`src/assert_macros.svh`:
```
// assertion macros used by the top-level rtl file
`ifndef ASSERT_MACROS_SVH
`define ASSERT_MACROS_SVH
`ifndef SYNTHESIS
// property holds on every clock edge outside reset
`define FTRI_ASSERT(label, prop) \
	label: assert property (@(posedge clk) disable iff (!arst_n) (prop)) \
		else $error("ftri assertion failed");
// antecedent on one edge implies consequent on the next edge
`define FTRI_ASSERT_NEXT(label, pre, post) \
	label: assert property (@(posedge clk) disable iff (!arst_n) (pre) |=> (post)) \
		else $error("ftri assertion failed");
`else
`define FTRI_ASSERT(label, prop)
`define FTRI_ASSERT_NEXT(label, pre, post)
`endif
`endif

```
`src/ftri_pkg.sv`:
```
// shared types, codes and helper functions of the face list triangulator
package ftri_pkg;

	localparam int DataW = 8;
	localparam int VertW = 32;
	localparam int CfgAddrW = 3;
	localparam int CfgDataW = 32;

	// configuration register indexes
	localparam logic [CfgAddrW-1:0] REG_BIG_ENDIAN  = 3'd0;
	localparam logic [CfgAddrW-1:0] REG_COUNT_TYPE  = 3'd1;
	localparam logic [CfgAddrW-1:0] REG_INDEX_TYPE  = 3'd2;
	localparam logic [CfgAddrW-1:0] REG_SKIP_BEFORE = 3'd3;
	localparam logic [CfgAddrW-1:0] REG_SKIP_AFTER  = 3'd4;
	localparam logic [CfgAddrW-1:0] REG_FACE_COUNT  = 3'd5;

	// integer type codes
	localparam logic [2:0] TYPE_INT8   = 3'd0;
	localparam logic [2:0] TYPE_UINT8  = 3'd1;
	localparam logic [2:0] TYPE_INT16  = 3'd2;
	localparam logic [2:0] TYPE_UINT16 = 3'd3;
	localparam logic [2:0] TYPE_INT32  = 3'd4;
	localparam logic [2:0] TYPE_UINT32 = 3'd5;

	// parser phase codes
	localparam logic [2:0] PH_SKIP_BEFORE = 3'd0;
	localparam logic [2:0] PH_COUNT       = 3'd1;
	localparam logic [2:0] PH_INDEX       = 3'd2;
	localparam logic [2:0] PH_SKIP_AFTER  = 3'd3;
	localparam logic [2:0] PH_DONE        = 3'd4;

	typedef struct packed {
		logic             big_endian;
		logic [2:0]       len_type;
		logic [2:0]       index_type;
		logic [7:0]       skip_before;
		logic [7:0]       skip_after;
		logic [VertW-1:0] face_count;
	} cfg_t;

	typedef struct packed {
		logic             tri_valid;
		logic [VertW-1:0] vert_a;
		logic [VertW-1:0] vert_b;
		logic [VertW-1:0] vert_c;
		logic             element_done;
		logic             type_error;
	} res_t;

	typedef struct packed {
		logic main_valid;
		logic skid_valid;
	} obuf_stat_t;

	function automatic logic [2:0] type_bytes(input logic [2:0] t);
		logic [2:0] n;
		if (t < TYPE_INT16) begin
			n = 3'd1;
		end else if (t < TYPE_INT32) begin
			n = 3'd2;
		end else begin
			n = 3'd4;
		end
		return n;
	endfunction

	function automatic logic type_signed(input logic [2:0] t);
		return ~t[0];
	endfunction

	// sign or zero extend an accumulated value of type t
	function automatic logic [VertW-1:0] widen(input logic [VertW-1:0] v, input logic [2:0] t);
		logic [VertW-1:0] w;
		logic [2:0] n;
		n = type_bytes(t);
		w = v;
		if (n == 3'd1) begin
			w = {{24{type_signed(t) & v[7]}}, v[7:0]};
		end else if (n == 3'd2) begin
			w = {{16{type_signed(t) & v[15]}}, v[15:0]};
		end
		return w;
	endfunction

endpackage

```
`src/ftri_parse.sv`:
```
// per-byte face parser: phase state, value assembly and fan triangle forming
module ftri_parse #(
	parameter int INDEX_BITS = 32
) (
	input  logic                  clk,
	input  logic                  arst_n,
	input  ftri_pkg::cfg_t        cfg,
	input  logic                  step_en,
	input  logic [7:0]            step_byte,
	input  logic                  step_restart,
	output logic                  res_valid,
	output ftri_pkg::res_t        res
);
	import ftri_pkg::*;

	logic [2:0]            phase_q, phase_d;
	logic [7:0]            bp_q, bp_d;
	logic [VertW-1:0]      acc_q, acc_d;
	logic [VertW-1:0]      faces_q, faces_d;
	logic [VertW-1:0]      left_q, left_d;
	logic [1:0]            seen_q, seen_d;
	logic [INDEX_BITS-1:0] apex_q, apex_d;
	logic [INDEX_BITS-1:0] prev_q, prev_d;

	logic [2:0]            ph;
	logic [7:0]            bp;
	logic [VertW-1:0]      acc;
	logic [2:0]            take_type;
	logic [VertW-1:0]      acc_take;
	logic [7:0]            bp_inc;
	logic                  take_done;
	logic [VertW-1:0]      fs_inc;
	logic                  last_face;
	logic [VertW-1:0]      count_w;
	logic [VertW-1:0]      index_w;
	logic [INDEX_BITS-1:0] index_v;
	logic [VertW-1:0]      left_dec;
	logic                  bad_type;
	logic                  no_faces;
	res_t                  res_d;
	logic                  res_vld_d;

	// working view after the implicit skip-before exit
	always_comb begin
		ph  = phase_q;
		bp  = bp_q;
		acc = acc_q;
		if (phase_q == PH_SKIP_BEFORE && bp_q >= cfg.skip_before) begin
			ph  = PH_COUNT;
			bp  = '0;
			acc = '0;
		end
	end

	assign take_type = (ph == PH_COUNT) ? cfg.len_type : cfg.index_type;
	assign acc_take  = cfg.big_endian ? {acc[VertW-9:0], step_byte}
	                                  : (acc | (VertW'(step_byte) << {bp[1:0], 3'b000}));
	assign bp_inc    = bp + 8'd1;
	assign take_done = bp_inc >= 8'(type_bytes(take_type));
	assign fs_inc    = faces_q + VertW'(1);
	assign last_face = fs_inc >= cfg.face_count;
	assign left_dec  = left_q - VertW'(1);
	assign bad_type  = (cfg.len_type > TYPE_UINT32) || (cfg.index_type > TYPE_UINT32);
	assign no_faces  = faces_q >= cfg.face_count;
	assign index_w   = widen(acc_take, cfg.index_type);
	assign index_v   = index_w[INDEX_BITS-1:0];

	always_comb begin
		count_w = widen(acc_take, cfg.len_type);
		if (type_signed(cfg.len_type) && count_w[VertW-1]) begin
			count_w = '0;
		end
	end

	always_comb begin
		phase_d   = phase_q;
		bp_d      = bp_q;
		acc_d     = acc_q;
		faces_d   = faces_q;
		left_d    = left_q;
		seen_d    = seen_q;
		apex_d    = apex_q;
		prev_d    = prev_q;
		res_d     = '0;
		res_vld_d = 1'b0;
		if (step_en) begin
			priority if (step_restart) begin
				phase_d = PH_SKIP_BEFORE;
				bp_d    = '0;
				acc_d   = '0;
				faces_d = '0;
				left_d  = '0;
				seen_d  = '0;
				apex_d  = '0;
				prev_d  = '0;
			end else if (phase_q >= PH_DONE) begin
				phase_d = phase_q;
			end else if (bad_type) begin
				res_d.type_error = 1'b1;
				res_vld_d        = 1'b1;
			end else if (no_faces) begin
				phase_d            = PH_DONE;
				bp_d               = '0;
				res_d.element_done = 1'b1;
				res_vld_d          = 1'b1;
			end else begin
				phase_d = ph;
				bp_d    = bp;
				acc_d   = acc;
				unique case (ph)
					PH_SKIP_BEFORE: begin
						bp_d = bp_inc;
						if (bp_inc >= cfg.skip_before) begin
							phase_d = PH_COUNT;
							bp_d    = '0;
							acc_d   = '0;
						end
					end
					PH_COUNT: begin
						bp_d  = bp_inc;
						acc_d = acc_take;
						if (take_done) begin
							left_d = count_w;
							seen_d = '0;
							if (count_w == '0) begin
								phase_d = PH_SKIP_AFTER;
								bp_d    = '0;
								if (cfg.skip_after == '0) begin
									faces_d            = fs_inc;
									phase_d            = last_face ? PH_DONE : PH_SKIP_BEFORE;
									res_d.element_done = last_face;
								end
							end else begin
								phase_d = PH_INDEX;
								bp_d    = '0;
								acc_d   = '0;
							end
						end
					end
					PH_INDEX: begin
						bp_d  = bp_inc;
						acc_d = acc_take;
						if (take_done) begin
							priority if (seen_q == 2'd0) begin
								apex_d = index_v;
								seen_d = 2'd1;
							end else if (seen_q == 2'd1) begin
								prev_d = index_v;
								seen_d = 2'd2;
							end else begin
								res_d.tri_valid = 1'b1;
								res_d.vert_a    = VertW'(apex_q);
								res_d.vert_b    = VertW'(prev_q);
								res_d.vert_c    = VertW'(index_v);
								prev_d          = index_v;
							end
							left_d = left_dec;
							if (left_dec == '0) begin
								phase_d = PH_SKIP_AFTER;
								bp_d    = '0;
								if (cfg.skip_after == '0) begin
									faces_d            = fs_inc;
									phase_d            = last_face ? PH_DONE : PH_SKIP_BEFORE;
									res_d.element_done = last_face;
								end
							end else begin
								phase_d = PH_INDEX;
								bp_d    = '0;
								acc_d   = '0;
							end
						end
					end
					default: begin
						bp_d = bp_inc;
						if (bp_inc >= cfg.skip_after) begin
							faces_d            = fs_inc;
							bp_d               = '0;
							phase_d            = last_face ? PH_DONE : PH_SKIP_BEFORE;
							res_d.element_done = last_face;
						end
					end
				endcase
				res_vld_d = res_d.tri_valid | res_d.element_done;
			end
		end
	end

	always_ff @(posedge clk or negedge arst_n) begin
		if (!arst_n) begin
			phase_q <= PH_SKIP_BEFORE;
			bp_q    <= '0;
			acc_q   <= '0;
			faces_q <= '0;
			left_q  <= '0;
			seen_q  <= '0;
			apex_q  <= '0;
			prev_q  <= '0;
		end else begin
			phase_q <= phase_d;
			bp_q    <= bp_d;
			acc_q   <= acc_d;
			faces_q <= faces_d;
			left_q  <= left_d;
			seen_q  <= seen_d;
			apex_q  <= apex_d;
			prev_q  <= prev_d;
		end
	end

	assign res_valid = res_vld_d;
	assign res       = res_d;

endmodule

```
`src/ftri_outbuf.sv`:
```
// result register with a skid entry in front of the output stream
module ftri_outbuf (
	input  logic                   clk,
	input  logic                   arst_n,
	input  logic                   push,
	input  ftri_pkg::res_t         push_res,
	output logic                   m_tvalid,
	input  logic                   m_tready,
	output logic [95:0]            m_tdata,
	output logic [2:0]             m_tuser,
	output ftri_pkg::obuf_stat_t   stat
);
	import ftri_pkg::*;

	logic main_valid_q;
	logic skid_valid_q;
	res_t main_q;
	res_t skid_q;
	logic pop;

	assign pop = main_valid_q & m_tready;

	always_ff @(posedge clk or negedge arst_n) begin
		if (!arst_n) begin
			main_valid_q <= 1'b0;
			skid_valid_q <= 1'b0;
		end else if (skid_valid_q) begin
			if (pop) begin
				skid_valid_q <= 1'b0;
			end
		end else if (push) begin
			if (main_valid_q && !pop) begin
				skid_valid_q <= 1'b1;
			end else begin
				main_valid_q <= 1'b1;
			end
		end else if (pop) begin
			main_valid_q <= 1'b0;
		end
	end

	always_ff @(posedge clk) begin
		if (skid_valid_q) begin
			if (pop) begin
				main_q <= skid_q;
			end
		end else if (push) begin
			if (main_valid_q && !pop) begin
				skid_q <= push_res;
			end else begin
				main_q <= push_res;
			end
		end
	end

	assign m_tvalid        = main_valid_q;
	assign m_tdata         = {main_q.vert_c, main_q.vert_b, main_q.vert_a};
	assign m_tuser         = {main_q.type_error, main_q.element_done, main_q.tri_valid};
	assign stat.main_valid = main_valid_q;
	assign stat.skid_valid = skid_valid_q;

endmodule

```
`src/binary_face_list_fan_triangulator_core.sv`:
```
// top level of the binary face list fan triangulator
//
// channel   dir  handshake           payload
// s_*       in   s_tvalid/s_tready   tdata: data_byte; tuser: restart
// m_*       out  m_tvalid/m_tready   tdata: vert_a, vert_b, vert_c;
//                                    tuser: tri_valid, element_done, type_error
// cfg_*     in   cfg_we              cfg_addr selects register, cfg_wdata value
//
// one byte item per cycle sustained while the skid entry of the output buffer is empty;
// each item is held in the input register, is parsed by the phase logic and, if it
// yields a result, is registered into the output register, or into the skid entry when
// the output register is occupied and not popped. s_tready drops only while the skid entry is full.
// arst_n clears config to defaults, parser state and all valid flags.
`include "assert_macros.svh"

module binary_face_list_fan_triangulator_core #(
	parameter int INDEX_BITS = 32
) (
	input  logic        clk,
	input  logic        arst_n,
	// byte input stream
	input  logic        s_tvalid,
	output logic        s_tready,
	input  logic [7:0]  s_tdata,   // [7:0] data_byte
	input  logic        s_tuser,   // [0] restart
	// triangle result stream
	output logic        m_tvalid,
	input  logic        m_tready,
	output logic [95:0] m_tdata,   // [31:0] vert_a, [63:32] vert_b, [95:64] vert_c
	output logic [2:0]  m_tuser,   // [0] tri_valid, [1] element_done, [2] type_error
	// configuration writes
	input  logic        cfg_we,
	input  logic [2:0]  cfg_addr,
	input  logic [31:0] cfg_wdata
);
	import ftri_pkg::*;

	cfg_t       cfg_q;
	obuf_stat_t ob_stat;

	logic       valid_s1;
	logic [7:0] byte_s1;
	logic       restart_s1;

	logic       s_accept;
	logic       step_en;
	logic       res_valid;
	res_t       res;

	// configuration registers, to be written only while the block is idle; the block does not enforce this
	always_ff @(posedge clk or negedge arst_n) begin
		if (!arst_n) begin
			cfg_q.big_endian  <= 1'b0;
			cfg_q.len_type    <= TYPE_UINT8;
			cfg_q.index_type  <= TYPE_INT32;
			cfg_q.skip_before <= '0;
			cfg_q.skip_after  <= '0;
			cfg_q.face_count  <= '0;
		end else if (cfg_we) begin
			unique case (cfg_addr)
				REG_BIG_ENDIAN:  cfg_q.big_endian  <= cfg_wdata[0];
				REG_COUNT_TYPE:  cfg_q.len_type    <= cfg_wdata[2:0];
				REG_INDEX_TYPE:  cfg_q.index_type  <= cfg_wdata[2:0];
				REG_SKIP_BEFORE: cfg_q.skip_before <= cfg_wdata[7:0];
				REG_SKIP_AFTER:  cfg_q.skip_after  <= cfg_wdata[7:0];
				REG_FACE_COUNT:  cfg_q.face_count  <= cfg_wdata;
				default: begin
					// writes past the register list are dropped
				end
			endcase
		end
	end

	// input register: free whenever the output skid entry is empty, since the
	// held item is then consumed in the same cycle
	assign s_tready = ~ob_stat.skid_valid;
	assign s_accept = s_tvalid & s_tready;
	assign step_en  = valid_s1 & ~ob_stat.skid_valid;

	always_ff @(posedge clk or negedge arst_n) begin
		if (!arst_n) begin
			valid_s1 <= 1'b0;
		end else if (s_accept) begin
			valid_s1 <= 1'b1;
		end else if (step_en) begin
			valid_s1 <= 1'b0;
		end
	end

	always_ff @(posedge clk) begin
		if (s_accept) begin
			byte_s1    <= s_tdata;
			restart_s1 <= s_tuser;
		end
	end

	// phase tracking and triangle forming for the held byte
	ftri_parse #(
		.INDEX_BITS(INDEX_BITS)
	) u_parse (
		.clk          (clk),
		.arst_n       (arst_n),
		.cfg          (cfg_q),
		.step_en      (step_en),
		.step_byte    (byte_s1),
		.step_restart (restart_s1),
		.res_valid    (res_valid),
		.res          (res)
	);

	// result register plus skid entry toward the consumer
	ftri_outbuf u_outbuf (
		.clk      (clk),
		.arst_n   (arst_n),
		.push     (step_en & res_valid),
		.push_res (res),
		.m_tvalid (m_tvalid),
		.m_tready (m_tready),
		.m_tdata  (m_tdata),
		.m_tuser  (m_tuser),
		.stat     (ob_stat)
	);

	// skid entry only fills behind an occupied result register
	`FTRI_ASSERT(a_skid_behind_main, !ob_stat.skid_valid || ob_stat.main_valid)
	// a type error result carries no triangle and no done flag
	`FTRI_ASSERT(a_err_alone, !(m_tvalid && m_tuser[2] && (m_tuser[0] || m_tuser[1])))
	// a type error result has all vertex fields cleared
	`FTRI_ASSERT(a_err_zero_data, !(m_tvalid && m_tuser[2]) || (m_tdata == '0))
	// a full skid entry with a stalled consumer stays full
	`FTRI_ASSERT_NEXT(a_skid_hold, ob_stat.skid_valid && !m_tready, ob_stat.skid_valid)

endmodule

```
`config.mk`:
```
export PLATFORM = sky130hd
export DESIGN_NAME = binary_face_list_fan_triangulator_core
export DESIGN_NICKNAME = d
export VERILOG_FILES = /design/src/ftri_pkg.sv /design/src/ftri_parse.sv /design/src/ftri_outbuf.sv /design/src/binary_face_list_fan_triangulator_core.sv
export VERILOG_INCLUDE_DIRS = /design/src /design/src/src
export SDC_FILE = /design/constraint.sdc
export NUM_CORES = 1
export LEC_CHECK = 0
export ABC_AREA = 1
export BUFFER_PORTS_ARGS = -buffer_cell sky130_fd_sc_hd__buf_2
export CAP_MARGIN = 20
export CORE_ASPECT_RATIO = 0.8
export CORE_UTILIZATION = 55
export DETAILED_ROUTE_END_ITERATION = 12
export GPL_TIMING_DRIVEN = 0
export PLACE_DENSITY_LB_ADDON = 0.05
export SETUP_SLACK_MARGIN = 0.4
export SYNTH_ARGS = -nofsm -noshare
export SYNTH_HDL_FRONTEND = slang
export SYNTH_SLANG_ARGS = --single-unit
```
`constraint.sdc`:
```
create_clock -name clk -period 24.4 [get_ports clk]
set_clock_uncertainty 0.2 [all_clocks]
set_input_delay 1.22 -clock clk [delete_from_list [all_inputs] [get_ports clk]]
set_output_delay 1.22 -clock clk [all_outputs]
set_load 0.1 [all_outputs]
```
==> implementation parameters <==
Parameter                              Value

Outcome
  Status    complete, no violations

Setup path
  Worst endpoint data arrival time    ~6500 ps
  Startpoint of the most critical register-to-register path    u_parse.faces_q[0]$_DFFE_PN0P_
  Worst Setup Start Kind    flop
  Type of element capturing the critical path    flop
  Kind of critical path    reg -> reg
  Worst EP required    approximately 24000 ps
  Maximum fanout along the worst path    26
  Critical-path top delay cell    a21oi_4
  Worst path max stage delay    between 700 and 800 ps
  Kind of cell adding the most delay to the critical path    simple AND/OR/NAND/NOR gates
  Number of cells on the worst reg-to-reg path    27
  Number of logic stages on the critical path including buffering    27
  Reg-to-reg critical path endpoint    u_outbuf.m_tdata[37]$_DFFE_PP_
  R2R setup slack    approximately 18000 ps
  Crit path from    u_parse.faces_q[0]$_DFFE_PN0P_
  Count of buffering cells on the critical path with inverters included    7
  Crit path capture    u_outbuf.m_tdata[37]$_DFFE_PP_

Placement
  Port buffer count    around 150
  Final weighted congestion in routability-driven placement    0.962
  Final HPWL from detailed placement    around 53000 um
  Instance area at placement    approximately 25000 um2

Finish
  Utilization after layout    between 60% and 70%
  # diodes    0
  Ratio of cells with drive above 1 in the final layout    9.93%
  Layout Cell Area excl Fill    27000 um2
  Final nets    3267
  Post-synthesis to final-layout area growth    13.5%

Floorplanning
  Number of ports placed on the die boundary    150
  Initial Util    56.3%
  Placement row count    between 60 and 70
  DIE AREA    between 40000 and 50000 um2
  Die X    234 um
  Area of the core region    about 42000 um2
  Die extent in y    188 um

Pwr
  Power per Cell Area    108 nW/um2
  Lkg Pwr    12.6 nW
  Peak supply drop    a little over 0.00007 V

Clock network
  Total number of H-tree levels    2
  Hold-fix buffer count after cts    0
  Number of buffers on the longest clock path    3
  Post-CTS Setup Repair Bufs    0
  CTS Root Buffer Type    clkbuf_16
  TritonCTS clock tree    done
  Post-CTS sizing    0
  Clock sinks    about 440
  Total CTS buffers    44
  Post-CTS clock slew at the launch and capture registers of the worst setup and hold paths    60 ps
  Clock latency at the later pin of the worst-skew pair    approximately 590 ps

Detailed routing
  Final Routed Wirelength    a little under 70000 um
  DRC violation count after routing    0
  Pre-Repair DR Iteration Count    7
  Average detailed-routed wire length per instance    ~19 um
  Average vias per placed instance    around 5.6
  DRC marker count from the first detailed-route iteration    roughly 2200
  Detail Route Antenna Nets    0
  Via count    roughly 21000

Synth
  Count of synthesis-stage warnings from yosys    0
  Sequential element share of the synthesized area    approximately half
  Number of instances in the synthesized netlist    2923
  Mapped Avg Cell Area    around 8.1 um2
  Distinct cells, synth    55
  Syn Nets    3064
  Area of the mapped netlist    23800 um2
  Number of storage elements in the synthesis netlist    between 400 and 500

Worst hold path
  Hold Crit Class    reg -> reg

Timing
  Period minus WS final    ~6400 ps
  Final setup violation count    0
  RSZ-0062 raised after global routing    false
  Maximum achievable frequency    0.156 GHz
  Pin slew with the least headroom to its limit    ~1100 ps
  Number of failing hold endpoints at the final stage    0
  Accumulated negative setup slack    0 ps
  Share of the cycle needed by the critical path after routing    about a quarter
  Max-slew headroom at the worst pin    between 20% and 30%
  Max Slew Vio Count    0

GRT
  Wire length of the first global-routing pass    about 110000 um
  Initial antenna violation count    0
  Aggregate global-route resource usage    approximately 32%
  Pin count of the biggest net entering global routing    85
  Vias in the first global route    ~20000
  Residual overflow from global routing    0

Job
  Maxcap violations    0
[worst min-delay path by stage]
stage | startpoint | endpoint | slack (ps) | cells after the start
6_report | u_parse.acc_q[28]$_DFFE_PN0P_ | u_parse.acc_q[28]$_DFFE_PN0P_ | 280 | 2
3_3_place_gp | u_parse.acc_q[28]$_DFFE_PN0P_ | u_parse.acc_q[28]$_DFFE_PN0P_ | 260 | 2
3_5_place_dp | u_parse.acc_q[28]$_DFFE_PN0P_ | u_parse.acc_q[28]$_DFFE_PN0P_ | 270 | 2
4_1_cts | u_parse.acc_q[26]$_DFFE_PN0P_ | u_parse.acc_q[26]$_DFFE_PN0P_ | 290 | 2
2_1_floorplan | u_parse.acc_q[17]$_DFFE_PN0P_ | u_parse.acc_q[17]$_DFFE_PN0P_ | 250 | 2
5_1_grt | u_parse.acc_q[28]$_DFFE_PN0P_ | u_parse.acc_q[28]$_DFFE_PN0P_ | 310 | 2
[layout by cell type, fill, tap and decap left out, drive strengths merged, types with 13 or more instances in the layout]
| master | instances |
|---|---|
| nor4 | 13 |
| clkbuf | 135 |
| xor2 | 40 |
| edfxtp | 207 |
| ha | 92 |
| dfrtp | 229 |
| o21ai | 306 |
| nand4 | 48 |
| o21a | 16 |
| nor2 | 344 |
| buf | 200 |
| inv | 367 |
| a21oi | 112 |
| clkinv | 21 |
| nand2 | 792 |
| nor3 | 30 |
| o22ai | 22 |
| nand3 | 126 |
[worst min-delay path, stage by stage, from the launching register on]
cell and delay [ps]:
dfrtp_1 350, nand2_1 50, nand2_1 50
[flip-flops by register name, summed over array words and instances, names as in the netlist, 2 cells and up]
name	flops
u_parse.faces_q	32
u_parse.acc_q	32
byte_s1	8
u_parse.bp_q	8
u_parse.apex_q	32
u_parse.prev_q	32
u_parse.seen_q	2
u_outbuf.skid_q	99
u_parse.phase_q	3
u_parse.left_q	32
u_outbuf.m_tuser	3
u_outbuf.m_tdata	96
cfg_q	55
[metrics by stage]
| stage | hold WS (ps) | total power [mW] | setup slack (ps) | instances |
|---|---|---|---|---|
| 2_1_floorplan | 249 | 1.79 | 15340 | 2923 |
| 4_1_cts | 287 | 2.89 | 18050 | 3713 |
| 6_report | 285 | 2.90 | 17970 | 3713 |
| 5_1_grt | 312 | 3.07 | 17390 | 3713 |
| 3_3_place_gp | 265 | 2.12 | 12510 | 3624 |
| 3_5_place_dp | 270 | 2.15 | 18080 | 3632 |
[synth_stat cells (all sizes together)]
master,n,area (um2)
nand2,792,3020
inv,366,1370
nor2,344,1330
o21ai,306,1530
dfrtp,229,5730
edfxtp,207,6220
nand3,126,648
a21oi,112,561
ha,92,1150
clkbuf,80,300
nand4,48,313
buf,43,250
xor2,40,350
nor3,30,178
o22ai,22,138
o21a,16,120
nor4,13,96.3
xnor2,9,78.8
a211oi,5,37.5
a32o,4,40.0
clkinv,4,15.0
nand3b,4,30.0
a21boi,3,22.5
and3,3,18.8
o211ai,3,22.5
dfstp,2,52.6
mux2i,2,20.0
nor4b,2,17.5
o2111ai,2,17.5
o221ai,2,17.5
o31ai,2,15.0
or2,2,12.5
a21o,1,7.51
a31o,1,8.76
a31oi,1,6.26
and2,1,6.26
and3b,1,8.76
o221a,1,11.3
o32ai,1,8.76
or4,1,7.51
[metal layers]
| layer | part of all wire [%] | global-route usage, % | routed length, um | vias to the layer above |
|---|---|---|---|---|
| met5 | 0 | 0 | 0 | - |
| met4 | 2.5 | 8.73 | 1760 | 0 |
| met3 | 7.6 | 3.80 | 5290 | 102 |
| met2 | 44 | 49.7 | 30900 | 806 |
| met1 | 45 | 47.9 | 31700 | 9953 |
| li1 | - | - | - | 9935 |
[report_power, final]
group | switching [mW] | internal, mW
clock network | 0.302 | 0.431
registers | 0.0683 | 0.891
logic | 0.890 | 0.321
[cell type report]
type,count,area (um2)
Fill cell,3613,15300
Sequential cell,438,12000
Multi-Input combinational cell,1992,9860
Inverter,370,1390
Clock buffer,55,1210
Timing Repair Buffer,157,938
Tap cell,552,691
Buffer,123,551
Clock inverter,26,345
[kinds of logic (layout without fill, tap and decap cells)]
family	after synthesis	after routing	synth area share [%]
AND/OR/NAND/NOR	1367	1367	23.9
XOR/XNOR	49	49	1.80
adder cells (fa/ha/maj)	92	92	4.84
flip-flops	438	438	50.4
multiplexers	2	2	0.0842
AO/OA/AOI/OAI	482	482	10.8
buffers and inverters	493	731	8.15
No activity file was read; power rests on OpenSTA's default activity.
